**config.mk**
```make
export PLATFORM = sky130hd
export DESIGN_NAME = dual_stack_shared_array_core
export DESIGN_NICKNAME = d
export VERILOG_FILES = /design/src/rtl/core/dssa_pkg.sv /design/src/rtl/core/dssa_ram.sv /design/src/rtl/core/dual_stack_shared_array_core.sv
export SDC_FILE = /design/constraint.sdc
export NUM_CORES = 1
export LEC_CHECK = 0
export BUFFER_PORTS_ARGS = -buffer_cell sky130_fd_sc_hd__buf_2
export CAP_MARGIN = 25
export CORE_UTILIZATION = 55
export CTS_BUF_LIST = sky130_fd_sc_hd__clkbuf_4
export DETAILED_ROUTE_END_ITERATION = 7
export GPL_ROUTABILITY_DRIVEN = 0
export GPL_TIMING_DRIVEN = 0
export HOLD_SLACK_MARGIN = 0.08
export PLACE_DENSITY = 0.81
export SYNTH_ARGS = -nofsm -noshare
export SYNTH_HDL_FRONTEND = slang
export SYNTH_SLANG_ARGS = --single-unit
```
**constraint.sdc**
```tcl
create_clock -name i_clk -period 4.7 [get_ports i_clk]
set_input_delay 0 -clock i_clk [delete_from_list [all_inputs] [get_ports i_clk]]
set_output_delay 0 -clock i_clk [all_outputs]
set_load 0.05 [all_outputs]
```
**src/rtl/core/dssa_pkg.sv**
```systemverilog
// ----------------------------------------------------------------------------
// dssa_pkg
// constants and codes shared by the two-stacks-in-one-array core
// ----------------------------------------------------------------------------
package dssa_pkg;

    localparam int DEPTH   = 16;
    localparam int AW      = (DEPTH > 1) ? $clog2(DEPTH) : 1;
    localparam int CW      = $clog2(DEPTH + 1);
    localparam int DATA_W  = 32;

    // command codes
    localparam logic [2:0] CMD_PUSH_ONE = 3'd0;
    localparam logic [2:0] CMD_POP_ONE  = 3'd1;
    localparam logic [2:0] CMD_DUMP_ONE = 3'd2;
    localparam logic [2:0] CMD_PUSH_TWO = 3'd3;
    localparam logic [2:0] CMD_POP_TWO  = 3'd4;
    localparam logic [2:0] CMD_DUMP_TWO = 3'd5;

    // result status codes
    localparam logic [1:0] ST_OK        = 2'd0;
    localparam logic [1:0] ST_OVERFLOW  = 2'd1;
    localparam logic [1:0] ST_UNDERFLOW = 2'd2;
    localparam logic [1:0] ST_EMPTY     = 2'd3;

    // memory port controls
    typedef struct packed {
        logic              we;
        logic [AW-1:0]     waddr;
        logic [DATA_W-1:0] wdata;
        logic              re;
        logic [AW-1:0]     raddr;
    } t_ram_ctrl;

endpackage

```
**src/rtl/core/dssa_ram.sv**
```systemverilog
// ----------------------------------------------------------------------------
// dssa_ram
// simple dual-port synchronous ram, one write and one registered read port
// ----------------------------------------------------------------------------
module dssa_ram #(
    parameter int DEPTH = 16,
    parameter int WIDTH = 32
) (
    input  logic                                        i_clk,
    input  logic                                        i_we,
    input  logic [((DEPTH > 1) ? $clog2(DEPTH) : 1)-1:0] i_waddr,
    input  logic [WIDTH-1:0]                            i_wdata,
    input  logic                                        i_re,
    input  logic [((DEPTH > 1) ? $clog2(DEPTH) : 1)-1:0] i_raddr,
    output logic [WIDTH-1:0]                            o_rdata
);

    logic [WIDTH-1:0] r_mem [DEPTH];
    logic [WIDTH-1:0] r_rdata;

    always_ff @(posedge i_clk) begin
        if (i_we) begin
            r_mem[i_waddr] <= i_wdata;
        end
    end

    // read data holds until the next read
    always_ff @(posedge i_clk) begin
        if (i_re) begin
            r_rdata <= r_mem[i_raddr];
        end
    end

    assign o_rdata = r_rdata;

endmodule

```
**src/rtl/core/dual_stack_shared_array_core.sv**
```systemverilog
// ----------------------------------------------------------------------------
// dual_stack_shared_array_core
// two stacks in one shared memory: stack one grows up, stack two grows down
// ----------------------------------------------------------------------------
//  channel  direction  handshake                  payload
//  in       input      i_in_valid / o_in_ready    i_command, i_push_value
//  out      output     o_out_valid / i_out_ready  o_status, o_data_word, o_last
//
//  push, overflow, underflow and empty dump: result registered in the cycle after
//  the transaction; the next command is taken as that result is sent, unless out is stalled.
//  pop: the memory read, then the registered result; no command is taken in between.
//  dump of n entries: n reads, one read per cycle while out is not stalled.
//  a stall on out holds the pending read data and the dump position.
//  synchronous active-low reset empties both stacks; memory contents are kept.
// ----------------------------------------------------------------------------
module dual_stack_shared_array_core (
    input  logic               i_clk,
    input  logic               i_rst_n,
    input  logic               i_in_valid,
    output logic               o_in_ready,
    input  logic [2:0]         i_command,
    input  logic signed [31:0] i_push_value,
    output logic               o_out_valid,
    input  logic               i_out_ready,
    output logic [1:0]         o_status,
    output logic signed [31:0] o_data_word,
    output logic               o_last
);

    typedef enum logic [1:0] {
        S_IDLE = 2'b01,
        S_WAIT = 2'b10
    } t_state;

    localparam logic [dssa_pkg::CW-1:0] TOP_IDX = dssa_pkg::CW'(dssa_pkg::DEPTH - 1);
    localparam logic [dssa_pkg::CW:0]   FULL    = (dssa_pkg::CW + 1)'(dssa_pkg::DEPTH);

    t_state                     r_state, n_state;
    logic [dssa_pkg::CW-1:0]    r_low, n_low;
    logic [dssa_pkg::CW-1:0]    r_high, n_high;
    logic [dssa_pkg::CW-1:0]    r_idx, n_idx;
    logic [dssa_pkg::CW-1:0]    r_total, n_total;
    logic                       r_side, n_side;
    logic                       r_wlast, n_wlast;
    logic                       r_out_valid, n_out_valid;
    logic [1:0]                 r_status, n_status;
    logic [31:0]                r_data, n_data;
    logic                       r_last, n_last;

    dssa_pkg::t_ram_ctrl        ram;
    logic [dssa_pkg::DATA_W-1:0] rdata;

    logic                       slot_free;
    logic                       accept;
    logic [dssa_pkg::CW:0]      used;
    logic [dssa_pkg::CW-1:0]    high_top;
    logic [dssa_pkg::CW-1:0]    high_pop;
    logic [dssa_pkg::CW-1:0]    dump_addr;

    dssa_ram #(
        .DEPTH (dssa_pkg::DEPTH),
        .WIDTH (dssa_pkg::DATA_W)
    ) u_ram (
        .i_clk   (i_clk),
        .i_we    (ram.we),
        .i_waddr (ram.waddr),
        .i_wdata (ram.wdata),
        .i_re    (ram.re),
        .i_raddr (ram.raddr),
        .o_rdata (rdata)
    );

    assign slot_free  = !r_out_valid || i_out_ready;
    assign o_in_ready = (r_state == S_IDLE) && slot_free;
    assign accept     = i_in_valid && o_in_ready;
    assign used       = {1'b0, r_low} + {1'b0, r_high};
    // next free word of stack two, and its current top
    assign high_top   = TOP_IDX - r_high;
    assign high_pop   = high_top + dssa_pkg::CW'(1);
    // next dump word for the stack being sent
    assign dump_addr  = r_side ? (TOP_IDX - r_idx) : r_idx;

    always_comb begin
        n_state     = r_state;
        n_low       = r_low;
        n_high      = r_high;
        n_idx       = r_idx;
        n_total     = r_total;
        n_side      = r_side;
        n_wlast     = r_wlast;
        n_out_valid = r_out_valid && !i_out_ready;
        n_status    = r_status;
        n_data      = r_data;
        n_last      = r_last;
        ram.we      = 1'b0;
        ram.waddr   = r_low[dssa_pkg::AW-1:0];
        ram.wdata   = i_push_value;
        ram.re      = 1'b0;
        ram.raddr   = dump_addr[dssa_pkg::AW-1:0];

        case (r_state)
            S_IDLE: begin
                if (accept) begin
                    case (i_command)
                        dssa_pkg::CMD_PUSH_ONE, dssa_pkg::CMD_PUSH_TWO: begin
                            n_out_valid = 1'b1;
                            n_data      = '0;
                            n_last      = 1'b1;
                            if (used >= FULL) begin
                                n_status = dssa_pkg::ST_OVERFLOW;
                            end else begin
                                n_status = dssa_pkg::ST_OK;
                                ram.we   = 1'b1;
                                if (i_command == dssa_pkg::CMD_PUSH_ONE) begin
                                    ram.waddr = r_low[dssa_pkg::AW-1:0];
                                    n_low     = r_low + dssa_pkg::CW'(1);
                                end else begin
                                    ram.waddr = high_top[dssa_pkg::AW-1:0];
                                    n_high    = r_high + dssa_pkg::CW'(1);
                                end
                            end
                        end
                        dssa_pkg::CMD_POP_ONE, dssa_pkg::CMD_POP_TWO: begin
                            if ((i_command == dssa_pkg::CMD_POP_ONE) ? (r_low == '0)
                                                                     : (r_high == '0)) begin
                                n_out_valid = 1'b1;
                                n_status    = dssa_pkg::ST_UNDERFLOW;
                                n_data      = '0;
                                n_last      = 1'b1;
                            end else begin
                                ram.re  = 1'b1;
                                n_wlast = 1'b1;
                                n_state = S_WAIT;
                                if (i_command == dssa_pkg::CMD_POP_ONE) begin
                                    n_low     = r_low - dssa_pkg::CW'(1);
                                    ram.raddr = n_low[dssa_pkg::AW-1:0];
                                end else begin
                                    ram.raddr = high_pop[dssa_pkg::AW-1:0];
                                    n_high    = r_high - dssa_pkg::CW'(1);
                                end
                            end
                        end
                        dssa_pkg::CMD_DUMP_ONE, dssa_pkg::CMD_DUMP_TWO: begin
                            n_side  = (i_command == dssa_pkg::CMD_DUMP_TWO);
                            n_total = n_side ? r_high : r_low;
                            if (n_total == '0) begin
                                n_out_valid = 1'b1;
                                n_status    = dssa_pkg::ST_EMPTY;
                                n_data      = '0;
                                n_last      = 1'b1;
                            end else begin
                                ram.re    = 1'b1;
                                ram.raddr = n_side ? TOP_IDX[dssa_pkg::AW-1:0] : '0;
                                n_idx     = dssa_pkg::CW'(1);
                                n_wlast   = (n_total == dssa_pkg::CW'(1));
                                n_state   = S_WAIT;
                            end
                        end
                        default: begin
                            // undefined command: dropped without a result
                        end
                    endcase
                end
            end
            S_WAIT: begin
                if (slot_free) begin
                    n_out_valid = 1'b1;
                    n_status    = dssa_pkg::ST_OK;
                    n_data      = rdata;
                    n_last      = r_wlast;
                    if (r_wlast) begin
                        n_state = S_IDLE;
                    end else begin
                        // fetch the next dump word while this one goes out
                        ram.re  = 1'b1;
                        n_idx   = r_idx + dssa_pkg::CW'(1);
                        n_wlast = (n_idx == r_total);
                    end
                end
            end
            default: begin
                n_state = S_IDLE;
            end
        endcase
    end

    always_ff @(posedge i_clk) begin
        if (!i_rst_n) begin
            r_state     <= S_IDLE;
            r_low       <= '0;
            r_high      <= '0;
            r_out_valid <= 1'b0;
        end else begin
            r_state     <= n_state;
            r_low       <= n_low;
            r_high      <= n_high;
            r_out_valid <= n_out_valid;
        end
    end

    always_ff @(posedge i_clk) begin
        r_idx    <= n_idx;
        r_total  <= n_total;
        r_side   <= n_side;
        r_wlast  <= n_wlast;
        r_status <= n_status;
        r_data   <= n_data;
        r_last   <= n_last;
    end

    assign o_out_valid = r_out_valid;
    assign o_status    = r_status;
    assign o_data_word = r_data;
    assign o_last      = r_last;

endmodule

```
==> qor.csv, run 1 <==
metric,value,unit
port buffer count,74,
Setup TNS,0,ns
sequence of cells on the critical path,"clkbuf_1, inv_1, ha_1, nor4b_1, mux2i_1, o21ai_0, o22ai_1, buf_2, buf_2, mux4_2, a22oi_1, nand3_1",
global-route wire length before repair,81200,µm
Post-DRT Antenna Nets,0,
CTS tree,built,
Mapped Cells,1213,
Reg-to-Reg End,u_ram.o_rdata[28],
DR vias/cell,5.98,
clock-pin slew on the worst setup and hold paths,0.06,ns
CP arrival,4.69,ns
fmax,242,MHz
Starting Density,56.3,%
CTS Buffer Depth,3,
NumNets Final,1602,
CP startpoint kind,flop,
Chip Width,210,µm
most common library cell in the layout ignoring fill and taps,edfxtp_1,
Worst setup endpoint,u_ram.o_rdata[28],
gr usage total,25.2,%
CTS root buffer,clkbuf_4,
ys flop type,edfxtp_1,
Top Family by Delay on Critical Path,buffers and inverters,
TritonCTS Buffers,148,
Setup Viol. Count Final,0,
DRC,0,
Die Area,44200,µm²
worst path bufs/invs,4,
Placement Setup Slack,0.703,ns
Reg2Reg Depth,12,
"Net Count, Synth",1267,
"Setup Fix Bufs, Post-CTS",0,
io pins,76,
layout cells sized above 1,31.3,%
"Area growth, synth to finish",18.8,%
Inst Count DP,1885,
"Top cell by count, worst path",buf_2,
Max Fanout on Critical Path,10,
Syn Area/Cell,19.6,µm²
Tcrit/Tclk final,87.9,%
fin crit period,4.13,ns
fraction of registers with async set/reset,0,%
cell area after synthesis,23800,µm²
Leak,9.52,nW
Post-synth EDFFs,591,
pin count of the biggest net entering global routing,24,
std cell rows,75,
Worst path slowest cell,clkbuf_1,
Initial DRC Count,1456,
non-filler instance count after layout,2230,
post-DP HPWL,32500,µm
Synth area leader,edfxtp_1,
Yosys warning count,0,
CP Class,flop to flop,
vias in the first global route,14000,
global route overflow,0,
core footprint,42300,µm²
multi-input logic area,5570,µm²
reg-to-reg setup timing slack,0.57,ns
Max Cap Viol,0,
PwrDens,416,nW/µm²
Total Wirelength,53700,µm
CTS H-tree lvls,4,
"Seq/Total Area, Yosys",75.6,%
Worst-Margin Slew,0.920,ns
drt first pass iters,7,
CP Data Required Time,5.26,ns
RSZ-0062 raised after global routing,no,
HP Class,input port to flop,
status,completed,
Rel. slew slack,36.9,%
worst r2r src,r_low[0],
Setup Skew,0.0590,ns
Reg area,18000,µm²
Seq cells post-synth,604,
final hold vios,0,
via count,13300,
initial antenna violation count,2,
CP max stage delay,0.44,ns
CTS sink cnt,604,
Critical Path End Type,flop,
Hold Path Cell Cnt,2,
worst skew pair latency,0.85,ns
fin worst setup slack,0.571,ns
Die Ht,210,µm
Synth top area share,74.5,%
peak supply drop,0.280,mV
Area contributors post-synth,"edfxtp_1, mux4_2, nand3_1, dfxtp_1, a22oi_1",
# fillers,2677,
routed len/inst,24.1,µm
critical path startpoint,r_low[0],
Yosys cell types,59,
Slew Limit Fails,0,
most frequent cells in the layout,"edfxtp_1, clkbuf_4, mux4_2",
Crit. path cell count,12,
-- power breakdown --
part	switching, mW	total (mW)	internal (mW)
clock network	2.01	4.34	2.33
logic	0.860	1.39	0.527
registers	0.0274	6.06	6.03
total	2.90	11.8	8.89
-- flip-flops by register name (all words and copies together) (netlist names) --
register       cells
r_low              5
r_idx              5
r_wlast            1
o_out_valid        1
r_high             5
u_ram.o_rdata     32
r_total            5
o_last             1
u_ram.r_mem      512
r_side             1
o_status           2
o_data_word       32
r_state            2
-- layout make-up --
cell class / count / share of cell area, %
multi-input cells: 533 / 19.7
plain buffers: 66 / 1.26
well taps: 577 / 2.55
inverters: 10 / 0.133
clock buffers: 211 / 5.59
diodes: 3 / 0.0265
flip-flops and latches: 604 / 63.6
clock inverters: 41 / 1.04
repair buffers: 185 / 6.10
-- worst min path at each step --
stage / to / slack [ns] / startpoint
after floorplan: u_ram.r_mem[0][0] / 0.1 / i_push_value[0]
after global placement: r_state[1] / 0.30 / i_rst_n
after detailed placement: o_out_valid / 0.31 / i_rst_n
after CTS: u_ram.r_mem[9][2] / 0.08 / i_push_value[2]
after global routing: u_ram.r_mem[1][28] / 0.09 / i_push_value[28]
final: u_ram.r_mem[8][15] / 0.13 / i_push_value[15]
-- kinds of logic (layout without fill, tap and decap cells) --
kind of cell,count (synthesis),count (layout),share of synthesized area (%)
xor gates and xnor gates,28,28,1.03
adders and majority gates,15,15,0.819
other,0,3,0
muxes,134,134,12.4
buffers and inverters,76,513,1.66
and+or+nand+nor,260,260,5.65
AOI/OAI and AO/OA,96,96,2.92
DFF,604,604,75.6
-- synthesized netlist by cell type, types with 7 or more instances --
| master | instances |
|---|---|
| a21oi_1 | 11 |
| buf_2 | 19 |
| nand2b_1 | 7 |
| inv_1 | 9 |
| clkbuf_1 | 26 |
| nor2_1 | 32 |
| a22oi_1 | 33 |
| edfxtp_1 | 591 |
| nand2_1 | 38 |
| nor3_1 | 12 |
| nand3_1 | 105 |
| dfxtp_1 | 13 |
| buf_4 | 11 |
| xor2_1 | 13 |
| xnor2_1 | 15 |
| nor2b_1 | 10 |
| mux4_2 | 128 |
| o21ai_0 | 11 |
| and2_1 | 36 |
| ha_1 | 14 |
-- layer usage --
layer  global-route usage (%)  up-vias  routed length (µm)
met5                        0        -                   0
met4                     9.72        0                1600
met3                     6.91      137                5480
met2                     40.6      792               26200
met1                     33.1     6693               20400
li1                         -     5723                   -
-- worst register-to-register path, stage by stage, from the launching register on --
cell and delay [ns]:
dfxtp_1 0.40, clkbuf_1 0.44, inv_1 0.22, ha_1 0.25, nor4b_1 0.16, mux2i_1 0.40
o21ai_0 0.17, o22ai_1 0.21, buf_2 0.42, buf_2 0.44, mux4_2 0.36, a22oi_1 0.26
nand3_1 0.15
-- per-stage QoR --
stage	total power, mW	instance area, µm²	hold slack (ns)	util [%]
2_1_floorplan	7.06	23800	0.0989	-
3_3_place_gp	7.43	24900	0.304	58.9
3_5_place_dp	7.49	25500	0.309	60.3
4_1_cts	11.8	28300	0.0806	66.9
5_1_grt	12.2	28300	0.0857	66.9
6_report	11.8	28300	0.126	66.9
-- repair_timing --
action | 4_1_cts | 5_1_grt
hold buffers | 90 | 0
hold endpoints to repair | 583 | 0
gates resized for setup | 0 | 0
No activity file was read; power rests on OpenSTA's default activity.
==> inputs of run 2 (changes only) <==
Settings changed: PLACE_DENSITY 0.81 to 0.75.
==> run 2 against run 1 <==
Critical path depth unchanged. Register-to-register slack got worse by 0.33 ns. Clock power is 1% higher. Setup slack got worse by 0.33 ns. Via count decreased by 0.67%. Utilization decreased by 0.25 points. Clock skew decreased by 0.0087 ns. Die area stayed put. Non-clock buffer count is 8 lower. Critical path type unchanged. Critical endpoint is now r_state[1]. Largest cell class unchanged.
==> qor.csv, run 2 (synthesis gave the netlist of run 1 again) <==
metric,value,unit,change
status,completed,,
met2 Usage GRT,38.5,%,-2.0 points
most frequent cells in the layout,"edfxtp_1, clkbuf_4, mux4_2",,
gr usage total,24.9,%,-0.31 points
CTS H-tree lvls,4,,unchanged
final hold vios,0,,unchanged
Rel. slew slack,37.2,%,+0.34 points
HP Class,input port to flop,,
fmax,224,MHz,-7.3%
peak supply drop,0.244,mV,-13%
Largest register FFs,512,,unchanged
most used routing layer,met2,,
non-filler instance count after layout,2219,,-0.49%
via count,13300,,-0.67%
Worst-Margin Slew,0.915,ns,-0.00498 ns
post-DP HPWL,32200,µm,-1.1%
M1 GR Usage,34.4,%,+1.3 points
std cell rows,75,,unchanged
Setup Skew,0.0503,ns,-0.00873 ns
initial antenna violation count,2,,unchanged
CTS resizes,0,,unchanged
NumNets Final,1597,,-0.31%
PwrDens,419,nW/µm²,+0.73%
TritonCTS Buffers,151,,+2.0%
Largest Register,u_ram.r_mem,,
routed len/inst,24.0,µm,-0.27%
global-route wire length before repair,79900,µm,-1.6%
"Setup Fix Bufs, Post-CTS",0,,unchanged
clock-pin slew on the worst setup and hold paths,0.07,ns,about the same
most common library cell in the layout ignoring fill and taps,edfxtp_1,,
layout cells sized above 1,32.0,%,+0.74 points
port buffer count,74,,unchanged
drt first pass iters,7,,unchanged
Setup TNS,0,ns,unchanged
DRC,0,,unchanged
Slew Limit Fails,0,,unchanged
Post-DRT Antenna Nets,0,,unchanged
Leak,9.47,nW,-0.60%
fin crit period,4.46,ns,+0.327 ns
worst skew pair latency,0.87,ns,+0.02 ns
Max Cap Viol,0,,unchanged
DR vias/cell,5.97,,-0.17%
Setup Viol. Count Final,0,,unchanged
Global Route met3 Usage,6.45,%,-0.46 points
vias in the first global route,13600,,-2.7%
Total Wirelength,53300,µm,-0.76%
Die Area,44200,µm²,unchanged
Chip Width,210,µm,unchanged
final hold slack,0.257,ns,+0.131 ns
CTS Buffer Depth,3,,unchanged
Die Ht,210,µm,unchanged
core footprint,42300,µm²,unchanged
fin worst setup slack,0.244,ns,-0.327 ns
CTS sink cnt,604,,unchanged
Max Fanout on Critical Path,10,,unchanged
Tcrit/Tclk final,94.8,%,+7.0 points
Final Util,66.6,%,-0.25 points
Starting Density,56.3,%,unchanged
io pins,76,,unchanged
Critical Path End Type,flop,,
"Area growth, synth to finish",18.4,%,
Inst Count DP,1885,,unchanged
CP Data Required Time,5.50,ns,+0.24 ns
CP Class,flop to flop,,
CTS tree,built,,
CP arrival,5.25,ns,+0.56 ns
CTS root buffer,clkbuf_4,,
pin count of the biggest net entering global routing,25,,+4.2%
global route overflow,0,,unchanged
RSZ-0062 raised after global routing,no,,
CP startpoint kind,flop,,
Placement Setup Slack,0.576,ns,-0.127 ns
Initial DRC Count,1386,,-4.8%
==> run 2: changes by cell type in the layout (fill, tap and decap cells not counted), sizes merged <==
cell,before,now
diode,3,2
dlygate4sd3,90,82
clkinvlp,2,5
clkinv,29,26
clkbuf,237,239
inv,15,11
==> run 2: power by group <==
part	internal [mW]	switching, mW	total (mW)	leakage, nW
sequential	6.03	0.0268	6.06	5.46
combinational	0.520	0.854	1.37	2.89
clock	2.36	2.03	4.40	1.12
total	8.91	2.91	11.8	9.47
==> run 2: layout make-up <==
cell class | count | area, µm²
antenna | 2 | 5.00
sequential | 604 | 18000
timing repair buffer | 177 | 1590
clock inverter | 37 | 318
multi-input combinational | 533 | 5570
inverter | 10 | 37.5
clock buffer | 213 | 1600
tap | 577 | 722
buffer | 66 | 358
fill | 2812 | 14100
==> run 2: through the flow <==
stage	power, mW	instance area, µm²
after floorplan	7.06	23800
after global placement	7.44	24900
after detailed placement	7.49	25500
final	11.8	28200
after global routing	12.3	28200
after CTS	11.9	28200
==> run 2: critical path, stage by stage, from the launching register on <==
cell           delay, ns
dfxtp_1             0.35
clkbuf_1            0.43
inv_1               0.21
ha_1                0.26
nor4b_2             0.19
mux2i_1             0.46
a21o_1              0.24
nand3_1             0.10
dlygate4sd3_1       0.58
or2_2               0.29
dlygate4sd3_1       0.57
a21oi_1             0.14
dlygate4sd3_1       0.55
==> run 2: repair_timing <==
item,in CTS,in global routing
hold buffers,82,0
endpoints found under the setup margin,0,0
hold endpoints to repair,586,0
==> run 2: per-layer routing <==
layer | vias up | part of all wire [%]
li1 | 5708 | -
met1 | 6705 | 40
met2 | 730 | 48
met3 | 113 | 9.7
met4 | 0 | 2.6
met5 | - | 0
==> run 2: path summary, 6_finish.rpt <==
check                                start    endpoint  slack, ns  cells after the start
worst max-delay path             r_high[0]  r_state[1]       0.24                     12
worst min-delay path            i_in_valid    r_idx[1]       0.26                      4
worst max register to register   r_high[0]  r_state[1]       0.24                     12
worst min register to register  r_state[0]  r_state[0]       0.49                      1
==> inputs of run 3 (changes only) <==
Settings changed: ABC_AREA set to 1, BUFFER_PORTS_ARGS -buffer_cell sky130_fd_sc_hd__buf_2 to -buffer_cell sky130_fd_sc_hd__buf_4.
==> run 3 against run 2 <==
The run now ends with DRC left. Synthesized cell count increased by 100%. Wire length up 38%. Die area rose by 11%. Cell area rose by 11%.
==> qor.csv, run 3 <==
metric,value,unit,change
Reg-to-Reg End,u_ram.r_mem[15][15],,
fraction of registers with async set/reset,0,%,unchanged
"Net Count, Synth",2535,,+100%
HP Class,input port to flop,,
peak supply drop,0.297,mV,+22%
Yosys cell types,35,,-41%
worst skew pair latency,0.99,ns,+0.12 ns
Tcrit/Tclk final,97.1,%,+2.3 points
Synth top area share,67.2,%,-7.3 points
worst r2r src,r_state[1],,
failing checks,DRC,,
Largest register FFs,512,,unchanged
reg-to-reg setup timing slack,0.46,ns,+0.22 ns
Seq cells post-synth,604,,unchanged
initial antenna violation count,4,,+2
Area contributors post-synth,"edfxtp_1, nand3_1, nand2_1, inv_1, buf_2",,
Reg area,18000,µm²,unchanged
Setup Skew,0.0597,ns,+0.00941 ns
Setup Viol. Count Final,0,,unchanged
Worst-Margin Slew,1.02,ns,+0.103 ns
CTS H-tree lvls,4,,unchanged
via count,20400,,+54%
Mapped Cells,2481,,+100%
Leak,13.3,nW,+41%
io pins,76,,unchanged
CP Data Required Time,5.33,ns,-0.17 ns
most frequent cells in the layout,"nand2_1, nand3_1, edfxtp_1",,
Area after DPL,28300,µm²,+11%
cell with the most instances after synthesis,nand2_1,,
fin crit period,4.56,ns,+0.109 ns
"Seq/Total Area, Yosys",68.2,%,-7.4 points
Post-DRT Antenna Nets,0,,unchanged
Post-synth EDFFs,591,,unchanged
routed len/inst,20.8,µm,-13%
Largest Register,u_ram.r_mem,,
DR vias/cell,5.76,,-3.7%
Synth area leader,edfxtp_1,,
post-DP HPWL,46700,µm,+45%
Worst setup endpoint,u_ram.r_mem[15][15],,
"Area growth, synth to finish",18.6,%,
std cell rows,79,,+5.3%
final hold vios,0,,unchanged
Final Cell Area,31300,µm²,+11%
Max Cap Viol,0,,unchanged
Syn Area/Cell,10.6,µm²,-46%
Total Wirelength,73700,µm,+38%
CTS sink cnt,604,,unchanged
CTS resizes,0,,unchanged
vias in the first global route,20000,,+47%
drt first pass iters,8,,+1
pin count of the biggest net entering global routing,27,,+8.0%
CP Class,input port to flop,,
Max Fanout on Critical Path,22,,+12
Rel. slew slack,32.1,%,-5.1 points
Reg2Reg Depth,15,,+3
"top cells by count, synth","nand2_1, nand3_1, edfxtp_1, inv_1, buf_2",,
CTS tree,built,,
most common library cell in the layout ignoring fill and taps,nand2_1,,
clock-pin slew on the worst setup and hold paths,0.06,ns,about the same
CP startpoint kind,input port,,
Slew Limit Fails,0,,unchanged
# fillers,3305,,+18%
cell area after synthesis,26400,µm²,+11%
core footprint,47000,µm²,+11%
Yosys warning count,0,,unchanged
global route overflow,0,,unchanged
Critical Path End Type,flop,,
port buffer count,74,,unchanged
ys flop type,edfxtp_1,,
gr usage total,30.0,%,+5.1 points
Starting Density,56.2,%,-0.073 points
TritonCTS Buffers,153,,+1.3%
status,"finished, violations left",,
global-route wire length before repair,110000,µm,+38%
critical path startpoint,i_command[1],,
DRC,1,,+1
CP arrival,5.19,ns,-0.06 ns
layout cells sized above 1,17.3,%,-15 points
NumNets Final,2891,,+81%
CTS Buffer Depth,3,,unchanged
multi-input logic area,6540,µm²,+17%
fmax,219,MHz,-2.4%
CTS root buffer,clkbuf_4,,
PwrDens,491,nW/µm²,+17%
Initial DRC Count,2708,,+95%
Die Area,48900,µm²,+11%
Die Ht,221,µm,+5.2%
Chip Width,221,µm,+5.2%
final hold slack,0.226,ns,-0.0313 ns
-- run 3: cell types whose count changed after synthesis, sizes merged, moves of 16 or more --
cell	before	now
buf	40	130
and2	36	0
nand2	38	654
nand3	105	613
mux4	128	0
clkbuf	26	10
a22oi	33	0
inv	9	334
-- run 3: cell families (layout without fill, tap and decap cells) --
group,after synthesis,in the layout,share of synthesized area (%)
AOI/OAI and AO/OA,53,53,1.13
xor gates and xnor gates,16,16,0.531
adders and majority gates,15,15,0.739
buffers and inverters,474,926,7.53
DFF,604,604,68.2
other,0,2,0
and+or+nand+nor,1319,1319,21.9
-- run 3: routing by layer --
layer	up-vias	GRT usage [%]	wire, µm
met1	9562	36.9	26400
met3	266	7.60	8690
met5	-	0	0
met4	0	15.4	3040
li1	9157	-	-
met2	1401	49.3	35700
-- run 3: power by group --
part,total (mW),internal (mW),switching (mW)
Clock,4.39,2.28,2.10
Combinational,4.59,1.29,3.30
Sequential,6.41,6.31,0.103
-- run 3: critical path, stage by stage --
cell and delay, ns:
dlygate4sd3_1 0.54, buf_4 0.13, dlygate4sd3_1 0.65, nand3_1 0.09
dlygate4sd3_1 0.61, nand2_1 0.08, dlygate4sd3_1 0.60, nand2_1 0.08
nor2_1 0.42, nand3_1 0.38, nand2_1 0.16, o21ai_0 0.17
inv_1 0.13, nand3_1 0.34, nor2_4 0.52, buf_12 0.26
-- run 3: cell type report --
class	count	share of cell area (%)
Antenna cell	2	0.0160
Buffer	140	2.34
Clock buffer	212	5.08
Clock inverter	39	0.851
Inverter	334	4.00
Multi-Input combinational cell	1403	20.9
Sequential cell	604	57.5
Tap cell	607	2.42
Timing Repair Buffer	201	6.92
-- run 3: per-stage QoR --
stage / setup WS [ns] / total power, mW / utilization, % / setup TNS, ns / cells
after floorplan: 0.207 / 9.31 / - / 0 / 2481
after global placement: -1.03 / 10.7 / 59.0 / -469.76 / 3162
after CTS: 0.353 / 15.3 / 66.0 / 0 / 3517
final: 0.135 / 15.4 / 66.7 / 0 / 3542
after global routing: -0.0431 / 16.0 / 66.7 / -0.262 / 3542
after detailed placement: 0.631 / 10.9 / 60.2 / 0 / 3180
-- run 3: what timing repair did --
action	4_1_cts	5_1_grt
buffers inserted	0	23
endpoints found under the hold margin	617	0
setup endpoints to repair	0	179
hold buffers	86	0
-- run 3: how the worst min path moves through the flow --
stage	startpoint	endpoint	slack [ns]	cells past startpoint
detailed placement	i_rst_n	r_high[4]	0.29	3
finish	i_command[2]	r_low[1]	0.23	6
floorplan	i_push_value[0]	u_ram.r_mem[0][0]	0.1	0
global route	i_command[2]	r_low[1]	0.27	6
global placement	i_rst_n	r_state[1]	0.27	3
CTS	i_command[2]	r_low[1]	0.08	6
